## config.mk

```make
export PLATFORM = sky130hd
export DESIGN_NAME = relay_channel_supervisor_top_flat
export DESIGN_NICKNAME = d
export VERILOG_FILES = /design/src/design/rcs_pkg.sv /design/src/design/rcs_ifs.sv /design/src/design/rcs_cfg_regs.sv /design/src/design/relay_channel_supervisor_top.sv /design/src/flat_wrapper.sv
export SDC_FILE = /design/constraint.sdc
export NUM_CORES = 1
export LEC_CHECK = 0
export ABC_AREA = 1
export BUFFER_PORTS_ARGS = -buffer_cell sky130_fd_sc_hd__buf_4
export CAP_MARGIN = 20
export CORE_ASPECT_RATIO = 0.5
export CORE_MARGIN = 3
export CORE_UTILIZATION = 35
export CTS_CLUSTER_SIZE = 10
export DETAILED_ROUTE_END_ITERATION = 10
export GPL_TIMING_DRIVEN = 0
export SYNTH_ARGS = -nofsm -noshare
export SYNTH_HDL_FRONTEND = slang
export SYNTH_HIERARCHICAL = 1
export SYNTH_SLANG_ARGS = --single-unit
```

## constraint.sdc

```tcl
create_clock -name clk -period 10 [get_ports clk]
set_input_delay 0.5 -clock clk [delete_from_list [all_inputs] [get_ports clk]]
set_output_delay 0.5 -clock clk [all_outputs]
set_load 0.01 [all_outputs]
```

## src/design/rcs_pkg.sv

```systemverilog
// Relay channel supervisor: shared types, command and status codes,
// register map and register reset values. No dependencies.
package rcs_pkg;

  localparam int CFG_W   = 26;
  localparam int CNT_W   = 16;
  localparam int TOT_W   = 32;
  localparam int APB_AW  = 5;
  localparam int APB_DW  = 32;
  localparam int TMO_REGS = 4;

  typedef logic [2:0]       cmd_t;
  typedef logic [1:0]       chan_t;
  typedef logic [1:0]       status_t;
  typedef logic [CFG_W-1:0] cfg_word_t;

  localparam cmd_t CMD_TICK    = 3'd0;
  localparam cmd_t CMD_START   = 3'd1;
  localparam cmd_t CMD_STOP    = 3'd2;
  localparam cmd_t CMD_ESTOP   = 3'd3;
  localparam cmd_t CMD_RELEASE = 3'd4;

  localparam status_t ST_OK        = 2'd0;
  localparam status_t ST_ESTOP     = 2'd1;
  localparam status_t ST_INTERLOCK = 2'd2;
  localparam status_t ST_COOLDOWN  = 2'd3;

  // register indexes (byte address = 4 * index)
  localparam logic [2:0] REG_PUMP_A_TMO = 3'd0;
  localparam logic [2:0] REG_PUMP_B_TMO = 3'd1;
  localparam logic [2:0] REG_FAN_TMO    = 3'd2;
  localparam logic [2:0] REG_LIGHT_TMO  = 3'd3;
  localparam logic [2:0] REG_COOLDOWN   = 3'd4;
  localparam logic [2:0] REG_MIN_ON     = 3'd5;
  localparam logic [2:0] REG_ALLOW_BOTH = 3'd6;

  localparam cfg_word_t RST_PUMP_A_TMO = 26'd300000;
  localparam cfg_word_t RST_PUMP_B_TMO = 26'd300000;
  localparam cfg_word_t RST_FAN_TMO    = 26'd3600000;
  localparam cfg_word_t RST_LIGHT_TMO  = 26'd43200000;
  localparam cfg_word_t RST_COOLDOWN   = 26'd30000;
  localparam cfg_word_t RST_MIN_ON     = 26'd5000;

  typedef struct packed {
    logic [TMO_REGS-1:0][CFG_W-1:0] timeout;
    cfg_word_t                      cooldown;
    cfg_word_t                      min_on;
    logic                           allow_both;
  } cfg_t;

endpackage

```

## src/design/rcs_ifs.sv

```systemverilog
// Relay channel supervisor: valid/ready channel interfaces for command
// beats and result beats. Depends on rcs_pkg.
interface rcs_in_if import rcs_pkg::*; ();
  logic  valid;
  logic  ready;
  cmd_t  cmd;
  chan_t channel;

  modport source (output valid, cmd, channel, input ready);
  modport sink   (input valid, cmd, channel, output ready);
endinterface

interface rcs_out_if import rcs_pkg::*; ();
  logic             valid;
  logic             ready;
  status_t          status;
  logic [3:0]       relay_mask;
  logic             estop_active;
  logic [3:0]       timed_out_mask;
  logic             short_run;
  logic [CNT_W-1:0] pump_a_starts;
  logic [CNT_W-1:0] pump_b_starts;
  logic [TOT_W-1:0] pump_a_total_ms;
  logic [TOT_W-1:0] pump_b_total_ms;

  modport source (output valid, status, relay_mask, estop_active, timed_out_mask,
                  short_run, pump_a_starts, pump_b_starts, pump_a_total_ms,
                  pump_b_total_ms, input ready);
  modport sink   (input valid, status, relay_mask, estop_active, timed_out_mask,
                  short_run, pump_a_starts, pump_b_starts, pump_a_total_ms,
                  pump_b_total_ms, output ready);
endinterface

```

## src/design/rcs_cfg_regs.sv

```systemverilog
// Relay channel supervisor: APB-style configuration register file.
// Depends on rcs_pkg.
module rcs_cfg_regs import rcs_pkg::*; (
  input  logic              clk,
  input  logic              rst_n,
  input  logic              psel,
  input  logic              penable,
  input  logic              pwrite,
  input  logic [APB_AW-1:0] paddr,
  input  logic [APB_DW-1:0] pwdata,
  output logic [APB_DW-1:0] prdata,
  output logic              pready,
  output cfg_t              cfg
);

  cfg_t       cfg_r;
  logic       wr_en;
  logic [2:0] idx;

  assign pready = 1'b1;
  assign wr_en  = psel & penable & pwrite;
  assign idx    = paddr[APB_AW-1:2];
  assign cfg    = cfg_r;

  always_ff @(posedge clk) begin
    if (!rst_n) begin
      cfg_r.timeout[0] <= RST_PUMP_A_TMO;
      cfg_r.timeout[1] <= RST_PUMP_B_TMO;
      cfg_r.timeout[2] <= RST_FAN_TMO;
      cfg_r.timeout[3] <= RST_LIGHT_TMO;
      cfg_r.cooldown   <= RST_COOLDOWN;
      cfg_r.min_on     <= RST_MIN_ON;
      cfg_r.allow_both <= 1'b0;
    end else if (wr_en) begin
      case (idx)
        REG_PUMP_A_TMO: cfg_r.timeout[0] <= pwdata[CFG_W-1:0];
        REG_PUMP_B_TMO: cfg_r.timeout[1] <= pwdata[CFG_W-1:0];
        REG_FAN_TMO:    cfg_r.timeout[2] <= pwdata[CFG_W-1:0];
        REG_LIGHT_TMO:  cfg_r.timeout[3] <= pwdata[CFG_W-1:0];
        REG_COOLDOWN:   cfg_r.cooldown   <= pwdata[CFG_W-1:0];
        REG_MIN_ON:     cfg_r.min_on     <= pwdata[CFG_W-1:0];
        REG_ALLOW_BOTH: cfg_r.allow_both <= pwdata[0];
        default: ;
      endcase
    end
  end

  always_comb begin
    case (idx)
      REG_PUMP_A_TMO: prdata = APB_DW'(cfg_r.timeout[0]);
      REG_PUMP_B_TMO: prdata = APB_DW'(cfg_r.timeout[1]);
      REG_FAN_TMO:    prdata = APB_DW'(cfg_r.timeout[2]);
      REG_LIGHT_TMO:  prdata = APB_DW'(cfg_r.timeout[3]);
      REG_COOLDOWN:   prdata = APB_DW'(cfg_r.cooldown);
      REG_MIN_ON:     prdata = APB_DW'(cfg_r.min_on);
      REG_ALLOW_BOTH: prdata = APB_DW'(cfg_r.allow_both);
      default:        prdata = '0;
    endcase
  end

endmodule

```

## src/design/relay_channel_supervisor_top.sv

```systemverilog
// Relay channel supervisor top level: command register, state update and
// result register. Depends on rcs_pkg, rcs_ifs and rcs_cfg_regs.
//
// Usage:
//   in_bus carries one command beat (cmd, channel): tick of 1 ms, start,
//   stop, emergency stop or release. out_bus returns exactly one result beat
//   per command: status, relay mask, estop latch, timeout mask, short-run
//   flag, pump start counters and pump run totals.
//   A command beat is captured into an input register, evaluated against the
//   channel state by one pass of logic and lands in the result register.
//   One beat per cycle is sustained while out_bus.ready stays high; the
//   channel state is updated at the edge that loads the result register.
//   When the receiver stalls, the result register holds and the input
//   register still takes one more beat; in_bus.ready drops only when both are
//   full. Synchronous active-low reset turns every relay off, clears the
//   estop latch, counters and totals, empties both registers and loads the
//   configuration defaults. Configuration is written over the APB-style port
//   (register i at byte address 4*i); the user must do so only while no
//   command is in flight, which the block itself does not enforce.
module relay_channel_supervisor_top import rcs_pkg::*; #(
  parameter int CHANNELS  = 4,
  parameter int TIME_BITS = 26
) (
  input  logic              clk,
  input  logic              rst_n,
  rcs_in_if.sink            in_bus,
  rcs_out_if.source         out_bus,
  input  logic              psel,
  input  logic              penable,
  input  logic              pwrite,
  input  logic [APB_AW-1:0] paddr,
  input  logic [APB_DW-1:0] pwdata,
  output logic [APB_DW-1:0] prdata,
  output logic              pready
);

  localparam logic [31:0] TMAX = 32'((64'd1 << TIME_BITS) - 64'd1);

  typedef logic [TIME_BITS-1:0] tval_t;

  cfg_t cfg;

  rcs_cfg_regs u_cfg (
    .clk     (clk),
    .rst_n   (rst_n),
    .psel    (psel),
    .penable (penable),
    .pwrite  (pwrite),
    .paddr   (paddr),
    .pwdata  (pwdata),
    .prdata  (prdata),
    .pready  (pready),
    .cfg     (cfg)
  );

  // pipeline control
  logic    s1_valid_r;
  cmd_t    s1_cmd_r;
  chan_t   s1_chan_r;
  logic    out_valid_r;
  logic    advance;

  // channel state
  logic             chan_on_r   [CHANNELS];
  logic             relay_nxt   [CHANNELS];
  tval_t            run_r       [CHANNELS];
  tval_t            run_nxt     [CHANNELS];
  logic             latch_r,    latch_nxt;
  tval_t            est_r,      est_nxt;
  logic [CNT_W-1:0] starts_r    [2];
  logic [CNT_W-1:0] starts_nxt  [2];
  logic [TOT_W-1:0] total_r     [2];
  logic [TOT_W-1:0] total_nxt   [2];

  // result registers
  status_t    status_r,  status_nxt;
  logic [3:0] tmask_r,   tmask_nxt;
  logic       short_r,   short_nxt;

  logic [31:0] limit   [CHANNELS];
  logic        off_req [CHANNELS];
  tval_t       off_val [CHANNELS];
  logic        ch_ok;
  logic        other_on;
  logic [31:0] tmo_ext;
  logic [3:0]  relay_mask;

  function automatic tval_t sat_inc(input tval_t v);
    return (&v) ? v : v + 1'b1;
  endfunction

  assign advance      = !out_valid_r || out_bus.ready;
  assign in_bus.ready = !s1_valid_r || advance;

  // effective timeout per channel, clamped to the counter range
  always_comb begin
    tmo_ext = '0;
    for (int c = 0; c < CHANNELS; c++) begin
      if (c < TMO_REGS) begin
        tmo_ext  = 32'(cfg.timeout[2'(c)]);
        limit[c] = (tmo_ext > TMAX) ? TMAX : tmo_ext;
      end else begin
        limit[c] = TMAX;
      end
    end
  end

  always_comb begin
    relay_nxt  = chan_on_r;
    run_nxt    = run_r;
    latch_nxt  = latch_r;
    est_nxt    = est_r;
    starts_nxt = starts_r;
    total_nxt  = total_r;
    status_nxt = ST_OK;
    tmask_nxt  = '0;
    short_nxt  = 1'b0;
    ch_ok      = (int'(s1_chan_r) < CHANNELS);
    other_on   = s1_chan_r[0] ? chan_on_r[0] : chan_on_r[1];
    for (int c = 0; c < CHANNELS; c++) begin
      off_req[c] = 1'b0;
      off_val[c] = run_r[c];
    end

    case (s1_cmd_r)
      CMD_TICK: begin
        for (int c = 0; c < CHANNELS; c++) begin
          if (chan_on_r[c]) begin
            run_nxt[c] = sat_inc(run_r[c]);
            if (32'(run_nxt[c]) >= limit[c]) begin
              off_req[c] = 1'b1;
              off_val[c] = run_nxt[c];
              if (c < 4) tmask_nxt[2'(c)] = 1'b1;
            end
          end
        end
        if (latch_r) est_nxt = sat_inc(est_r);
      end
      CMD_START: begin
        if (ch_ok) begin
          if (latch_r) begin
            status_nxt = ST_ESTOP;
          end else if (!s1_chan_r[1] && !cfg.allow_both && other_on) begin
            status_nxt = ST_INTERLOCK;
          end else begin
            for (int c = 0; c < CHANNELS; c++) begin
              if (int'(s1_chan_r) == c && !chan_on_r[c]) begin
                relay_nxt[c] = 1'b1;
                run_nxt[c]   = '0;
                if (c < 2) starts_nxt[1'(c)] = starts_r[1'(c)] + 1'b1;
              end
            end
          end
        end
      end
      CMD_STOP: begin
        for (int c = 0; c < CHANNELS; c++)
          if (int'(s1_chan_r) == c && chan_on_r[c]) off_req[c] = 1'b1;
      end
      CMD_ESTOP: begin
        latch_nxt = 1'b1;
        est_nxt   = '0;
        for (int c = 0; c < CHANNELS; c++)
          if (chan_on_r[c]) off_req[c] = 1'b1;
      end
      CMD_RELEASE: begin
        if (latch_r) begin
          if (32'(est_r) < 32'(cfg.cooldown)) begin
            status_nxt = ST_COOLDOWN;
          end else begin
            latch_nxt = 1'b0;
            est_nxt   = '0;
          end
        end
      end
      default: ;
    endcase

    // switch-off: pumps fold their run time into the totals
    for (int c = 0; c < CHANNELS; c++) begin
      if (off_req[c]) begin
        relay_nxt[c] = 1'b0;
        run_nxt[c]   = '0;
        if (c < 2) begin
          if (32'(off_val[c]) < 32'(cfg.min_on)) short_nxt = 1'b1;
          total_nxt[1'(c)] = total_r[1'(c)] + 32'(off_val[c]);
        end
      end
    end
  end

  always_ff @(posedge clk) begin
    if (!rst_n) begin
      s1_valid_r  <= 1'b0;
      out_valid_r <= 1'b0;
      latch_r     <= 1'b0;
      est_r       <= '0;
      for (int c = 0; c < CHANNELS; c++) begin
        chan_on_r[c] <= 1'b0;
        run_r[c]     <= '0;
      end
      for (int p = 0; p < 2; p++) begin
        starts_r[p] <= '0;
        total_r[p]  <= '0;
      end
    end else begin
      if (in_bus.ready) s1_valid_r <= in_bus.valid;
      if (advance) out_valid_r <= s1_valid_r;
      if (advance && s1_valid_r) begin
        chan_on_r  <= relay_nxt;
        run_r      <= run_nxt;
        latch_r    <= latch_nxt;
        est_r      <= est_nxt;
        starts_r   <= starts_nxt;
        total_r    <= total_nxt;
      end
    end
  end

  // payload registers
  always_ff @(posedge clk) begin
    if (in_bus.valid && in_bus.ready) begin
      s1_cmd_r  <= in_bus.cmd;
      s1_chan_r <= in_bus.channel;
    end
    if (advance && s1_valid_r) begin
      status_r <= status_nxt;
      tmask_r  <= tmask_nxt;
      short_r  <= short_nxt;
    end
  end

  for (genvar g = 0; g < 4; g++) begin : g_mask
    if (g < CHANNELS) begin : g_on
      assign relay_mask[g] = chan_on_r[g];
    end else begin : g_off
      assign relay_mask[g] = 1'b0;
    end
  end

  // state only moves together with a new result, so it can drive the beat
  assign out_bus.valid           = out_valid_r;
  assign out_bus.status          = status_r;
  assign out_bus.relay_mask      = relay_mask;
  assign out_bus.estop_active    = latch_r;
  assign out_bus.timed_out_mask  = tmask_r;
  assign out_bus.short_run       = short_r;
  assign out_bus.pump_a_starts   = starts_r[0];
  assign out_bus.pump_b_starts   = starts_r[1];
  assign out_bus.pump_a_total_ms = total_r[0];
  assign out_bus.pump_b_total_ms = total_r[1];

endmodule

```

## src/flat_wrapper.sv

```systemverilog
// flat-port wrapper written by rule: the top's interface ports become plain ports
module relay_channel_supervisor_top_flat import rcs_pkg::*;
#(
  parameter int CHANNELS  = 4,
  parameter int TIME_BITS = 26
)
  (clk, rst_n, psel, penable, pwrite, paddr, pwdata, prdata, pready, in_bus_valid, in_bus_cmd, in_bus_channel, in_bus_ready, out_bus_valid, out_bus_status, out_bus_relay_mask, out_bus_estop_active, out_bus_timed_out_mask, out_bus_short_run, out_bus_pump_a_starts, out_bus_pump_b_starts, out_bus_pump_a_total_ms, out_bus_pump_b_total_ms, out_bus_ready);
  rcs_in_if in_bus_i ();
  rcs_out_if out_bus_i ();
  input  logic clk;
  input  logic rst_n;
  input  logic psel;
  input  logic penable;
  input  logic pwrite;
  input  logic [APB_AW-1:0] paddr;
  input  logic [APB_DW-1:0] pwdata;
  output logic [APB_DW-1:0] prdata;
  output logic pready;
  input wire logic [$bits(in_bus_i.valid)-1:0] in_bus_valid;
  input wire logic [$bits(in_bus_i.cmd)-1:0] in_bus_cmd;
  input wire logic [$bits(in_bus_i.channel)-1:0] in_bus_channel;
  output wire logic [$bits(in_bus_i.ready)-1:0] in_bus_ready;
  output wire logic [$bits(out_bus_i.valid)-1:0] out_bus_valid;
  output wire logic [$bits(out_bus_i.status)-1:0] out_bus_status;
  output wire logic [$bits(out_bus_i.relay_mask)-1:0] out_bus_relay_mask;
  output wire logic [$bits(out_bus_i.estop_active)-1:0] out_bus_estop_active;
  output wire logic [$bits(out_bus_i.timed_out_mask)-1:0] out_bus_timed_out_mask;
  output wire logic [$bits(out_bus_i.short_run)-1:0] out_bus_short_run;
  output wire logic [$bits(out_bus_i.pump_a_starts)-1:0] out_bus_pump_a_starts;
  output wire logic [$bits(out_bus_i.pump_b_starts)-1:0] out_bus_pump_b_starts;
  output wire logic [$bits(out_bus_i.pump_a_total_ms)-1:0] out_bus_pump_a_total_ms;
  output wire logic [$bits(out_bus_i.pump_b_total_ms)-1:0] out_bus_pump_b_total_ms;
  input wire logic [$bits(out_bus_i.ready)-1:0] out_bus_ready;
  assign in_bus_i.valid = in_bus_valid;
  assign in_bus_i.cmd = in_bus_cmd;
  assign in_bus_i.channel = in_bus_channel;
  assign in_bus_ready = in_bus_i.ready;
  assign out_bus_valid = out_bus_i.valid;
  assign out_bus_status = out_bus_i.status;
  assign out_bus_relay_mask = out_bus_i.relay_mask;
  assign out_bus_estop_active = out_bus_i.estop_active;
  assign out_bus_timed_out_mask = out_bus_i.timed_out_mask;
  assign out_bus_short_run = out_bus_i.short_run;
  assign out_bus_pump_a_starts = out_bus_i.pump_a_starts;
  assign out_bus_pump_b_starts = out_bus_i.pump_b_starts;
  assign out_bus_pump_a_total_ms = out_bus_i.pump_a_total_ms;
  assign out_bus_pump_b_total_ms = out_bus_i.pump_b_total_ms;
  assign out_bus_i.ready = out_bus_ready;
  relay_channel_supervisor_top #(.CHANNELS(CHANNELS), .TIME_BITS(TIME_BITS)) u_core (.clk(clk), .rst_n(rst_n), .in_bus(in_bus_i), .out_bus(out_bus_i), .psel(psel), .penable(penable), .pwrite(pwrite), .paddr(paddr), .pwdata(pwdata), .prdata(prdata), .pready(pready));
endmodule
```

# [Word level (Yosys, flattened, before mapping)]
# Index checks and enable logic that the tools add are counted.
[op_classes] bitwise=4 eq_ne=43 reduce_logical=63 muxes=69 order_cmp=5 addsub=7
[op_table] cell="$mux W26" n=24
[op_table] cell="$mux W104" n=3
[op_table] cell="$pmux W104 S2" n=1
[op_table] cell="$pmux W26 S7" n=1
[op_table] cell="$add A26 B1 Y26 const B" n=5
[op_table] cell="$reduce_and A26 Y1" n=5
[op_table] cell="$lt A26 B26 Y1" n=3
[op_table] cell="$pmux W26 S3" n=1
[op_table] cell="$ge A26 B26 Y1" n=2
[op_table] cell="$add A32 B26 Y32" n=1
[op_table] cell="$mux W1" n=29
[op_table] cell="$reduce_and A5 Y1" n=5
[op_table] cell="$ne A3 B1 Y1 const B" n=8
[op_table] cell="$ne A3 B2 Y1 const B" n=6
[op_table] cell="$reduce_and A2 Y1" n=9
[op_table] cell="$reduce_and A6 Y1" n=3
[op_table] cell="$reduce_bool A2 Y1" n=9
[op_table] cell="$add A16 B1 Y16 const B" n=1
[op_table] cell="$reduce_bool A3 Y1" n=5
[op_table] cell="$reduce_and A7 Y1" n=2
[op_table] cell="$eq A3 B2 Y1 const B" n=4
[op_table] cell="$eq A3 B3 Y1 const B" n=4
[op_table] cell="$logic_and A1 B1 Y1" n=12
[op_table] cell="$mux W4" n=3
[op_table] cell="16 further kinds" n=45
[word_totals] register_bits=352 elab_cells=217 output_inout_bits=143 input_bits=49

# [Logic depth before layout (Yosys ltp)]
# Gate-level depths: netlist (run 1).
[depth] word_depth=11 ltp_mapped=39 ltp_nobuf=38

# [By module]
# Netlist (run 1), hierarchy kept.
[by_module_without_submodules] module="relay_channel_supervisor_top" cells_per_inst=2061 area_per_inst_um2=13477.9 instances=1
[by_module_without_submodules] module="rcs_cfg_regs" cells_per_inst=1203 area_per_inst_um2=7616.1 instances=1

# [Worst setup path before layout (run 1)]
# OpenSTA, ideal clock, no wires.
[synth_path] path_type="register to register" start="register u_core/run_r[78] (netlist name)" end="register u_core.total_r, in the netlist u_core/out_bus.pump_a_total_ms[28]" period_less_slack_ns=4.866 path_slack_ns=5.134 required_ns=9.885 setup_time_ns=0.115 path_stages_with_launch=36 arrival_ns=4.751 cell_sequence="dfxtp_1 -> ha_1 -> nand2_1 -> inv_1 -> nand3_1 -> nor2_2 -> nand4_1 -> nor2_2 -> nand3_2 -> nand3_1 -> xor2_1 -> ha_1 -> nand2_1 -> inv_2 -> nand2_1 -> nand2_1 -> nand2_1 -> nand2_1 -> a21oi_1 -> nand3_1 -> nand2_4 -> clkinv_1 -> clkbuf_1 -> nand2_1 -> o21ai_0 -> ha_1 -> a21oi_1 -> nand2_1 -> a21boi_0 -> o21ai_1 -> a21oi_1 -> o21bai_1 -> nand2_1 -> nand2_1 -> a21oi_1 -> nor2_1"
[synth_via] elab_chain_len=7 word_cells_on_any_way=12
[synth_rtl] element="from (decl)" line_no="relay_channel_supervisor_top.sv:66" text="tval_t run_r [CHANNELS];"
[synth_rtl] element="from (signal assigned)" line_no="relay_channel_supervisor_top.sv:211" text="run_r <= run_nxt;"
[synth_rtl] element="$add A26 B1 Y26 / $reduce_and A26 Y1 (equally long branches)" line_no="relay_channel_supervisor_top.sv:89" text="return (&v) ? v : v + 1'b1;"
[synth_rtl] element="$mux W26" line_no="relay_channel_supervisor_top.sv:89"
[synth_rtl] element="$ge A26 B26 Y1" line_no="relay_channel_supervisor_top.sv:130" text="if (32'(run_nxt[c]) >= limit[c]) begin"
[synth_rtl] element="$mux W26 / $mux W1 (equally long branches)" line_no="relay_channel_supervisor_top.sv:130"
[synth_rtl] element="$mux W26 / $mux W1 (equally long branches)" line_no="relay_channel_supervisor_top.sv:128" text="if (chan_on_r[c]) begin"
[synth_rtl] element="$mux W104 / $pmux W4 S3 (equally long branches)" line_no="relay_channel_supervisor_top.sv:125" text="case (s1_cmd_r)"
[synth_rtl] element="$add A32 B26 Y32 / $reduce_and A2 Y1 (equally long branches)"
[synth_rtl] element="to (signal assigned)" line_no="relay_channel_supervisor_top.sv:215" text="total_r <= total_nxt;"
[synth_rtl] element="to (decl)" line_no="relay_channel_supervisor_top.sv:72" text="logic [TOT_W-1:0] total_r [2];"
# Parallel ways exist; a longest one is shown, timed or not.
# A chain may end at the register's enable or synchronous reset.

# [Worst setup path in the final report (run 1)]
[layout_path] start="register u_core/run_r[78] (netlist name)" end="register u_core.total_r, in the netlist u_core/out_bus.pump_a_total_ms[30]"
# The elaborated chain is that of the path after synthesis.

==> results.json, run 1 <==
{
  "drive_gt1_share_pct": 10.5,
  "cts-root-buf": "clkbuf_16",
  "synth_edf_count": 10,
  "die_h_um": 180,
  "dieArea_um2": 63400,
  "cts_resized": 0,
  "multi_input_area_um2": 12800,
  "final_cell_mix": "840 x nand2_1, 434 x nor2_1, 320 x inv_1, 307 x nand3_1, 290 x dfxtp_1",
  "min_path_type": "in2reg",
  "netlist_area_um2": 21100,
  "crit_start": "u_core/run_r[78]$_SDFFE_PN0P_",
  "synthCells": 3264,
  "crit_arrival_ps": 7550,
  "drv_cap": 0,
  "rows": 62,
  "yosysWarnings": 6,
  "cp_common_cell": "nand2_1",
  "fin_worst_skew_ps": 21.4,
  "status": "finished clean",
  "syn_area_per_cell_um2": 6.46,
  "crit_fanout": 10,
  "dp_hpwl_um": 71400,
  "antenna_found_initial": 1,
  "overflow": 0,
  "drt_wl_total_um": 89100,
  "finalCritPeriodShare_pct": 70.8,
  "fin_util_pct": 41.6,
  "cts_setup_buffers": 0,
  "ioPinCount": 192,
  "finalCriticalPeriod_ps": 7080,
  "drcViolationCount": 0,
  "grt_max_degree": 12,
  "start_kind": "register",
  "endpoint_kind": "register",
  "critPathKind": "reg2reg",
  "start_util_pct": 36.1,
  "seq_area_um2": 6110,
  "rrSetupSlack_ps": 2920,
  "drt_iter0_drc": 2242,
  "clkTransAtPathRegs_ps": 60,
  "wl_per_cell_um": 20.7,
  "synthArstFlopShare_pct": 0,
  "die_w_um": 353,
  "numCtsBuffers": 37,
  "num-nets-final": 3690,
  "cts_buffer_depth": 3,
  "final_common_cell": "nand2_1",
  "drv_slew": 0,
  "fin_setup_tns_ps": 0,
  "max_freq_mhz": 141,
  "num_antenna_cells": 0,
  "setup_viol": 0,
  "slowest_stage": "o21ai_0",
  "cpPeakStageDelay_ps": 590,
  "ys_ff_latch": 300,
  "area_growth_pct": 15.4,
  "rr_endpoint": "u_core/out_bus.pump_a_total_ms[30]$_SDFFE_PN0P_",
  "n_fill_cell": 6333,
  "grt_pass1_wl_um": 132000,
  "p_leak_nw": 11.2,
  "routabilityCongestion": 1.02,
  "drtAntennaViolNets": 0,
  "rsz0062_at_grt": "false",
  "clkLatencyLatePin_ps": 550,
  "numPortBuffers": 125,
  "grt_pass1_vias": 20800,
  "h-tree-depth": 2,
  "coreArea_um2": 58500,
  "hold_path_depth": 1,
  "tightest_slew_ps": 1070,
  "r2r_cells": 30,
  "p_per_area_nw_per_um2": 115,
  "num_vias": 22500,
  "crit_required_ps": 10470,
  "worstHoldStart": "in_bus_channel[0]",
  "viasPerCell": 5.23,
  "yosys.cell_types.count": 56,
  "slew_headroom_pct": 28.1,
  "hold_end": "u_core/s1_chan_r[0]$_DFFE_PP_",
  "peakVddDrop_v": 0.0000922,
  "track_usage_pct": 27.2,
  "hold_buffers": 0,
  "cts.sinks": 300,
  "hold_violations": 0,
  "drt-pass1-iter-count": 6,
  "worstReg2RegStart": "u_core/run_r[78]$_SDFFE_PN0P_",
  "cts_tree": "built",
  "ys.flop_type": "dfxtp_1",
  "seq_area_frac_synth_pct": 28.9
}
-- synthesized netlist by cell type, types with 47 or more instances --
master / instances / share of area (%)
a21oi_1: 202 / 4.8
buf_4: 82 / 2.9
clkbuf_1: 51 / 0.91
dfxtp_1: 290 / 28
ha_1: 157 / 9.3
inv_1: 320 / 5.7
nand2_1: 840 / 15
nand3_1: 307 / 7.3
nand4_1: 86 / 2.6
nor2_1: 434 / 7.7
nor3_1: 47 / 1.1
o21ai_0: 106 / 2.5
xor2_1: 62 / 2.6
-- cell type report --
cell class              instances  area share (%)
multi-input cells            2482            52.5
flip-flops and latches        300            25.1
inverters                     340            5.26
plain buffers                 196            4.65
clock buffers                  53            4.39
well taps                     800            4.11
repair buffers                126            3.92
clock inverters                 2          0.0566
-- worst max-delay path: cells and delay by family, from the launching register on --
kind	cells	cell delay, ps
flip-flops	1	440
adder cells (fa/ha/maj)	3	940
AND/OR/NAND/NOR	14	2400
buffers and inverters	4	930
AO/OA/AOI/OAI	9	2250
-- metrics by stage --
step | cells | cell area, um^2 | hold WS [ps] | setup WS (ps) | power, W
after global routing | 4299 | 24300 | 110 | 2560 | 0.00290
final | 4299 | 24300 | 132 | 2920 | 0.00281
after global placement | 4243 | 23200 | 438 | 3120 | 0.00153
after detailed placement | 4244 | 23300 | 444 | 3130 | 0.00153
after floorplan | 3318 | 21300 | 429 | 5130 | 0.00141
after CTS | 4299 | 24300 | 111 | 3070 | 0.00282
-- cell families (layout without fill, tap and decap cells) --
kind of cell,Yosys count,in the layout,synth area share (%)
AO/OA/AOI/OAI,390,390,10.1
other,3,57,0.0534
adder cells (fa/ha/maj),158,158,9.41
flip-flops,300,300,28.9
XOR/XNOR,82,82,3.40
AND/OR/NAND/NOR,1795,1795,36.6
buffers and inverters,536,717,11.4
-- flip-flops by register name, indices dropped and copies added, names as in the netlist --
name,count
u_core/out_bus.pump_a_total_ms,32
u_core/out_bus.status,2
u_core/s1_chan_r,2
u_core/u_cfg/cfg,157
u_core/out_bus.short_run,1
u_core/out_bus.pump_a_starts,16
u_core/run_r,52
u_core/s1_cmd_r,3
u_core/out_bus.relay_mask,4
u_core/out_bus.valid,1
u_core/out_bus.estop_active,1
u_core/s1_valid_r,1
u_core/out_bus.timed_out_mask,2
u_core/est_r,26
-- how the worst max path moves through the flow --
| stage | to | slack, ps | depth (start not counted) |
|---|---|---|---|
| CTS | u_core/out_bus.pump_a_total_ms[30]$_SDFFE_PN0P_ | 3070 | 30 |
| detailed placement | u_core/out_bus.pump_a_total_ms[30]$_SDFFE_PN0P_ | 3130 | 30 |
| global placement | u_core/out_bus.pump_a_total_ms[26]$_SDFFE_PN0P_ | 3120 | 29 |
| global route | u_core/out_bus.pump_a_total_ms[30]$_SDFFE_PN0P_ | 2560 | 30 |
| floorplan | u_core/out_bus.pump_a_total_ms[28]$_SDFFE_PN0P_ | 5130 | 35 |
| finish | u_core/out_bus.pump_a_total_ms[30]$_SDFFE_PN0P_ | 2920 | 30 |
-- routing by layer --
metal  vias to the layer above  global-route usage (%)  wire (um)
met1                     10600                    37.8      40600
li1                      11000                       -          -
met4                         0                    7.77       2620
met2                       816                    42.9      38800
met3                       122                    5.06       7000
met5                         -                       0          0
-- report_power, final --
group,switching (W),total (W),internal (W)
clock,0.000557,0.00129,0.000733
sequential,0.0000150,0.00123,0.00121
combinational,0.000201,0.000286,0.0000845
Power figures use the tool's default switching activity.
==> run 2, diff against run 1 <==
- clock period: 10 -> 6.28 ns (I/O delays scaled with it)
==> run 2 against run 1 <==
Effect of this change: combinational power rose by 62%; core utilization up 0.53 points; first-iteration DRC count decreased by 3.0%; sequential power is 59% higher; routed wire length grew 0.19%.
==> results.json, run 2 (same netlist as run 1, synthesis figures left out) <==
{
  "largest_reg_flops": 157,
  "num_vias": 22600,
  "drt-pass1-iter-count": 5,
  "num-nets-final": 3703,
  "cts.sinks": 300,
  "path_delay_family": "simple AND/OR/NAND/NOR gates",
  "fin_worst_skew_ps": 25.0,
  "final_cell_mix": "840 x nand2_1, 433 x nor2_1, 320 x inv_1, 306 x nand3_1, 290 x dfxtp_1",
  "stdcell_area_um2": 24600,
  "grt_pass1_wl_um": 132000,
  "p_seq_share_pct": 43.8,
  "finalCriticalPeriod_ps": 5900,
  "cpPeakStageDelay_ps": 420,
  "numPortBuffers": 125,
  "dpl_cell_area_um2": 23300,
  "clkTransAtPathRegs_ps": 60,
  "p_leak_nw": 11.3,
  "h-tree-depth": 2,
  "finalCritPeriodShare_pct": 94.0,
  "tightest_slew_ps": 1050,
  "routabilityCongestion": 1.02,
  "rsz0062_at_grt": "false",
  "drv_slew": 0,
  "status": "finished clean",
  "dieArea_um2": 63400,
  "antenna_found_initial": 1,
  "slowest_stage": "dfxtp_1",
  "setup_viol": 0,
  "overflow": 0,
  "drt_iter0_drc": 2174,
  "numCtsBuffers": 37,
  "dp_cells": 4244,
  "peakVddDrop_v": 0.000146,
  "clkPwrFrac_pct": 45.9,
  "ioPinCount": 192,
  "crit_arrival_ps": 6200,
  "hold_violations": 0,
  "clkLatencyLatePin_ps": 560,
  "drt_wl_total_um": 89300,
  "fin_cells": 4312,
  "coreArea_um2": 58500,
  "cp_common_cell": "nand2_1",
  "die_h_um": 180,
  "switching_power_w": 0.00123,
  "critPathKind": "reg2reg",
  "fin_util_pct": 42.1,
  "area_growth_pct": 16.8,
  "num_antenna_cells": 0,
  "cp_num_buf_inv": 2,
  "start_util_pct": 36.1,
  "cts_tree": "built",
  "drcViolationCount": 0,
  "fin_setup_tns_ps": 0,
  "drv_cap": 0,
  "grt_pass1_vias": 20800,
  "drive_gt1_share_pct": 11.5,
  "track_usage_pct": 27.2,
  "start_kind": "register",
  "drtAntennaViolNets": 0,
  "p_int_w": 0.00324,
  "p_per_area_nw_per_um2": 181,
  "min_path_type": "in2reg",
  "crit_required_ps": 6580,
  "swShare_pct": 27.5,
  "crit_fanout": 10,
  "pwr-share-comb_pct": 10.3,
  "wl_per_cell_um": 20.7,
  "final_common_cell": "nand2_1",
  "slew_headroom_pct": 29.6,
  "max_freq_mhz": 169,
  "rows": 62,
  "die_w_um": 353,
  "cts_buffer_depth": 3,
  "dp_hpwl_um": 71400,
  "viasPerCell": 5.23,
  "n_fill_cell": 6317,
  "grt_max_degree": 12,
  "endpoint_kind": "register",
  "cts-root-buf": "clkbuf_16"
}
==> run 2: cell types whose count changed in the layout (fill, tap and decap cells not counted), sizes merged <==
cell,change
clkinv,-1
dlygate4sd3,+10
clkinvlp,+1
buf,+4
clkbuf,-1
==> run 2: timing repair <==
| action | CTS | global route |
|---|---|---|
| endpoints found under the setup margin | 20 | 21 |
| resized for setup | 17 | 55 |
| pin swaps | 0 | 1 |
| hold buffers | 10 | 0 |
| endpoints found under the hold margin | 11 | 0 |
| buffers inserted | 2 | 1 |
==> run 2: area by class of cell <==
type                    instances  area, um^2  area share, %
clock inverters                 2        13.8         0.0558
repair buffers                139        1080           4.37
clock buffers                  53        1070           4.34
inverters                     340        1280           5.20
plain buffers                 196        1150           4.67
flip-flops and latches        300        6110           24.8
multi-input cells            2482       12900           52.5
well taps                     800        1000           4.06
==> run 2: metal layers <==
layer	global-route usage, %	vias up	part of all wire (%)
met5	0	-	0.016
met3	5.06	123	8.0
li1	-	11000	-
met1	37.8	10600	45
met2	43.0	840	44
met4	7.77	2	3.0
==> run 2: power by group through the flow <==
stage | combinational (W) | sequential [W] | clock, W
floorplan | 0.000261 | 0.00199 | 0
global placement | 0.000442 | 0.00200 | 0
detailed placement | 0.000444 | 0.00200 | 0
CTS | 0.000451 | 0.00196 | 0.00209
global route | 0.000495 | 0.00196 | 0.00217
finish | 0.000462 | 0.00196 | 0.00205
==> run 2: per-stage QoR <==
stage                     worst slack [ps]  hold WS (ps)  power [W]
after floorplan                       1410           413    0.00225
after global placement                -602           438    0.00244
after detailed placement              -589           444    0.00244
after CTS                            0.994          4.93    0.00450
after global routing                  17.2          29.9    0.00462
final                                  376          24.2    0.00447
==> run 2: worst register-to-register path, delay by kind of cell (launching register included) <==
kind / cells / cell delay [ps]
adder cells (fa/ha/maj): 2 / 700
AO/OA/AOI/OAI: 5 / 830
flip-flops: 1 / 420
buffers and inverters: 2 / 500
AND/OR/NAND/NOR: 22 / 2790
XOR/XNOR: 1 / 410
==> run 2: path summary, 6_finish.rpt <==
check                                startpoint  depth (start not counted)                            endpoint  slack, ps
max               u_core/run_r[55]$_SDFFE_PN0P_                         32  u_core/out_bus.short_run$_DFFE_PP_        380
min                                  pwdata[25]                          3  u_core/u_cfg/cfg[156]$_SDFFE_PN1P_         20
max reg2reg       u_core/run_r[55]$_SDFFE_PN0P_                         32  u_core/out_bus.short_run$_DFFE_PP_        380
min reg2reg  u_core/u_cfg/cfg[122]$_SDFFE_PN1P_                          2  u_core/u_cfg/cfg[122]$_SDFFE_PN1P_        460
